--- config.mk ---
export PLATFORM = sky130hd
export DESIGN_NAME = svfu_front
export DESIGN_NICKNAME = d
export VERILOG_FILES = /design/src/svfu_pkg.sv /design/src/svfu_front.sv
export SDC_FILE = /design/constraint.sdc
export NUM_CORES = 1
export LEC_CHECK = 0
export ABC_AREA = 1
export BUFFER_PORTS_ARGS = -buffer_cell sky130_fd_sc_hd__buf_2
export CORE_ASPECT_RATIO = 0.75
export CORE_MARGIN = 4
export CORE_UTILIZATION = 50
export DETAILED_ROUTE_END_ITERATION = 10
export PLACE_DENSITY_LB_ADDON = 0.05
export SLEW_MARGIN = 20
export SYNTH_ARGS = -nofsm -noshare
export SYNTH_HDL_FRONTEND = slang
export SYNTH_SLANG_ARGS = --single-unit
export TNS_END_PERCENT = 10
--- constraint.sdc ---
create_clock -name clk -period 6.95 [get_ports clk]
set_input_delay 1.0425 -clock clk [delete_from_list [all_inputs] [get_ports clk]]
set_output_delay 1.0425 -clock clk [all_outputs]
set_load 0.05 [all_outputs]
--- src/svfu_pkg.sv ---
`default_nettype none
// ----------------------------------------------------------------------------
// svfu_pkg
// Shared types, opcodes and address decode for the script variable flag unit.
// ----------------------------------------------------------------------------
package svfu_pkg;

	localparam int VarDepth  = 672;
	localparam int FlagDepth = 428;
	localparam int VarAw     = 10;
	localparam int FlagAw    = 9;

	typedef enum logic [4:0] {
		CMD_READ   = 5'd0,
		CMD_SETVI  = 5'd1,
		CMD_SETVV  = 5'd2,
		CMD_CSETVI = 5'd3,
		CMD_CSETVV = 5'd4,
		CMD_CMPVI  = 5'd5,
		CMD_CMPVV  = 5'd6,
		CMD_ADDVI  = 5'd7,
		CMD_ADDVV  = 5'd8,
		CMD_SUBVI  = 5'd9,
		CMD_SUBVV  = 5'd10,
		CMD_LDFLG  = 5'd11,
		CMD_STFLG  = 5'd12,
		CMD_SWAPZN = 5'd13,
		CMD_LUT2   = 5'd14,
		CMD_LUT3   = 5'd15,
		CMD_LUT4   = 5'd16,
		CMD_JMP    = 5'd17,
		CMD_JZ     = 5'd18,
		CMD_JNZ    = 5'd19,
		CMD_JN     = 5'd20,
		CMD_JP     = 5'd21,
		CMD_JLE    = 5'd22,
		CMD_JG     = 5'd23
	} cmd_t;

	typedef enum logic [1:0] {
		ST_CLEAR,
		ST_IDLE,
		ST_READ,
		ST_EXEC
	} state_t;

	typedef struct packed {
		logic [4:0]  command;
		logic [11:0] first_addr;
		logic [15:0] second_operand;
		logic [15:0] t0;
		logic [15:0] t1;
		logic [15:0] t2;
		logic [15:0] t3;
	} item_t;

	typedef struct packed {
		logic              ok;
		logic [VarAw-1:0]  slot;
	} vslot_t;

	typedef struct packed {
		logic              ok;
		logic [FlagAw-1:0] byte_idx;
		logic [2:0]        bit_idx;
	} fslot_t;

	function automatic vslot_t var_slot(input logic [15:0] a);
		vslot_t r;
		logic [15:0] s;
		r = '0;
		s = '0;
		if (a < 16'h0020) begin
			r.ok = 1'b1; s = a;
		end else if (a >= 16'h0080 && a < 16'h0100) begin
			r.ok = 1'b1; s = a - 16'h0080 + 16'd32;
		end else if (a >= 16'h0400 && a < 16'h0600) begin
			r.ok = 1'b1; s = a - 16'h0400 + 16'd160;
		end
		r.slot = s[VarAw-1:0];
		return r;
	endfunction

	function automatic fslot_t flag_slot(input logic [11:0] a);
		fslot_t r;
		logic [11:0] f;
		r = '0;
		f = '0;
		if (a >= 12'h020 && a < 12'h080) begin
			r.ok = 1'b1; f = a - 12'h020;
		end else if (a >= 12'h100 && a < 12'h400) begin
			r.ok = 1'b1; f = a - 12'h100 + 12'd96;
		end else if (a >= 12'h600) begin
			r.ok = 1'b1; f = a - 12'h600 + 12'd864;
		end
		r.byte_idx = f[11:3];
		r.bit_idx  = f[2:0];
		return r;
	endfunction

endpackage
`default_nettype wire

--- src/svfu_front.sv ---
`default_nettype none
// ----------------------------------------------------------------------------
// svfu_front
// Two-entry item queue between the input port and the execution engine.
// ----------------------------------------------------------------------------
module svfu_front (
	input  wire                 clk,
	input  wire                 arst_n,
	input  wire                 push,
	output logic                full,
	input  svfu_pkg::item_t     in_item,
	output logic                avail,
	input  wire                 take,
	output svfu_pkg::item_t     out_item
);
	import svfu_pkg::*;

	item_t      mem_q [2];
	logic       wp_q, rp_q;
	logic [1:0] cnt_q;

	assign full     = cnt_q == 2'd2;
	assign avail    = cnt_q != 2'd0;
	assign out_item = mem_q[rp_q];

	always_ff @(posedge clk) begin
		if (push && !full) begin
			mem_q[wp_q] <= in_item;
		end
	end

	always_ff @(posedge clk or negedge arst_n) begin
		if (!arst_n) begin
			wp_q  <= 1'b0;
			rp_q  <= 1'b0;
			cnt_q <= 2'd0;
		end else begin
			if (push && !full) wp_q <= ~wp_q;
			if (take && avail) rp_q <= ~rp_q;
			cnt_q <= cnt_q + 2'(push && !full) - 2'(take && avail);
		end
	end

	a_no_overflow: assert property (@(posedge clk) disable iff (!arst_n)
		cnt_q <= 2'd2) else $error("queue count overflow");
	a_full_blocks: assert property (@(posedge clk) disable iff (!arst_n)
		full && !(take && avail) |=> full) else $error("full dropped without take");
	a_take_avail: assert property (@(posedge clk) disable iff (!arst_n)
		!avail && !(push && !full) |=> !avail) else $error("item appeared");

endmodule
`default_nettype wire

==> reports/summary.txt <==
Most Frequent Cell on Critical Path: nand2_1
Crit end category: output pin
Multi-input gate area: 1190 sq um
First-pass GRT wire length: 23200 um
CTS tree: built
Die area: 16600 sq um
Initial antenna violation count: 1
Residual DRC count: 0
Seq/Total Area, Yosys: 81.3%
Vias in the first global route: 4479
CP startpoint: rp_q$_DFFE_PN0P_
Total number of vias: 4476
Syn_area_per_cell: 13.5 sq um
Ant. Diodes: 0
Post-Synth Simple-Gate Area: 15.9%
Synth top area share: 80.0%
Chip Height: 113 um
Worst reg2reg startpoint: cnt_q[1]$_DFF_PN0_
Syn Std Cell Area: 7280 sq um
Hold-fix buffers at CTS: 0
Final Hold Viols: 0
Row cnt: 37
Worst-path clk slew: 0.07 ns
Crit path time final: 3.76 ns
Crit-path max FO: 98
Synth warn: 0
Routed wire length: 14900 um
Number of nets with antenna violations after routing: 0
Avg Vias per Cell: 4.73
DP HPWL: 9440 um
Clk Latency, worst-skew pair: 0.42 ns
XOR/XNOR Fraction of Synth Area: 0%
Synth Instances: 539
Max_cap viols: 0
Final period utilization: 54.1%
Yosys reg bits: 198
Fill count: 1105
DR WL/cell: 15.7 um
Worst Slack Setup Final: 3.19 ns
Hold Crit Class: in2async
CTS Sinks: 198
TritonCTS buffer count: 17
Die width: 147 um
PortBufs: 199
Setup-failing EPs final: 0
Gr ovfl total: 0
Unique masters post-synth: 11
Routability congestion estimate: 0.746
Post-synthesis mux area share: 0%
Largest family of logic cells by synthesized area: simple AND/OR/NAND/NOR gates
Fmax: 266 MHz
Drt first pass iters: 5
Complex-gate fraction of the synthesized area: 0%
Core ar.: 14000 sq um
Pre-CTS setup slack: 3.48 ns
Slowest cell on crit path: inv_4
Status: complete, no violations
Area Overhead vs Synth: 24.0%
Worst-path cell chain: buf_16 > inv_4 > nand2_1 > nand2_1 > buf_2
Slowest stage delay, CP: 0.75 ns
Largest net degree at the start of global routing: 100
Initial Util: 52.1%
Reg area: 5930 sq um
FF-to-FF path depth: 4
Clk buf depth: 2
Top post-synthesis cells by area: edfxtp_1 (80%), nand2_1 (16%), dfrtp_1 (1.4%)
I/O Pins: 200
RSZ-0062 raised after global routing: false
Required time worst endpoint: 5.91 ns
Startpoint types: flip-flop
GRT Resource Usage Total: 18.3%
Layout cells sized above 1: 31.3%
# resized after CTS: 0
CP arrival: 2.72 ns
Cell taking the most area after synthesis: edfxtp_1
Slew @ Worst Pin: 0.997 ns
Worst Skew: 0.00866 ns
WS Path Type: reg2out
Synth Area in Adders: 0.344%
H-Tree Depth: 4
Syn nets: 642
Setup Fix Bufs, Post-CTS: 0
# nets final: 842
Final TNS setup: 0 ns
DR iter-0 viols: 315
Clock root buffer: clkbuf_16
Slew headroom: 33.5%
Final max-slew violation count: 0
-- cells in the final DEF, fill, tap and decap left out, drive strengths merged --
| cell | netlist | layout |
|---|---|---|
| clkinv | 0 | 5 |
| nor2 | 1 | 1 |
| edfxtp | 194 | 194 |
| buf | 21 | 202 |
| nand2 | 304 | 304 |
| dfrtp | 4 | 4 |
| nand3 | 3 | 3 |
| clkbuf | 0 | 18 |
| clkinvlp | 0 | 5 |
| ha | 2 | 2 |
| bufinv | 0 | 3 |
| inv | 10 | 11 |
-- path summary, 6_finish.rpt --
kind	to	slack (ns)
min in group clk	wp_q$_DFFE_PN0N_	0.49
max in group asynchronous	rp_q$_DFFE_PN0P_	6.38
hold reg to reg	wp_q$_DFFE_PN0N_	0.49
setup / recovery	out_item[39]	3.19
setup reg to reg	mem_q[1][93]$_DFFE_PP_	4.29
hold / removal	rp_q$_DFFE_PN0P_	0.42
-- Yosys cell counts, drive strengths merged --
library cell,count
buf,21
dfrtp,4
edfxtp,194
ha,2
inv,10
nand2,304
nand3,3
nor2,1
-- cell families after synthesis --
family | Yosys count
flip-flops | 198
buffers and inverters | 31
AND/OR/NAND/NOR | 308
adder cells (fa/ha/maj) | 2
-- worst max-delay path, delay by kind of cell, from the launching register on --
family / cells / cell delay [ns]
buffers and inverters: 3 / 1.31
DFF: 1 / 0.65
and+or+nand+nor: 2 / 0.28
-- layer usage --
| metal | wire (um) | vias to the layer above | GRT usage [%] |
|---|---|---|---|
| met5 | 13 | - | 0 |
| met4 | 133 | 2 | 5.59 |
| met3 | 1300 | 12 | 6.94 |
| met2 | 7290 | 166 | 29.4 |
| met1 | 6110 | 2087 | 23.4 |
| li1 | - | 2209 | - |
-- metrics by stage --
step                      util [%]  cell area, sq um  hold WS, ns  instances
final                         64.6              9030        0.422        947
after CTS                     64.4              9010        0.404        946
after detailed placement      60.2              8420        0.475        914
after global routing          64.6              9030        0.399        947
after floorplan                  -              7280        0.442        539
after global placement        60.2              8420        0.454        914
-- sequential cells by signal, indices dropped and copies added (netlist names) --
signal  flops
cnt_q       2
mem_q     194
rp_q        1
wp_q        1
-- layout make-up --
cell class	count	share of cell area, %
flip-flops and latches	198	65.6
clock inverters	14	1.76
repair buffers	202	11.5
multi-input cells	310	13.2
clock buffers	18	4.75
inverters	10	0.471
well taps	195	2.70
Power is not shown: default switching activity piles up to over one toggle a cycle in this logic, so the estimate is an artifact.
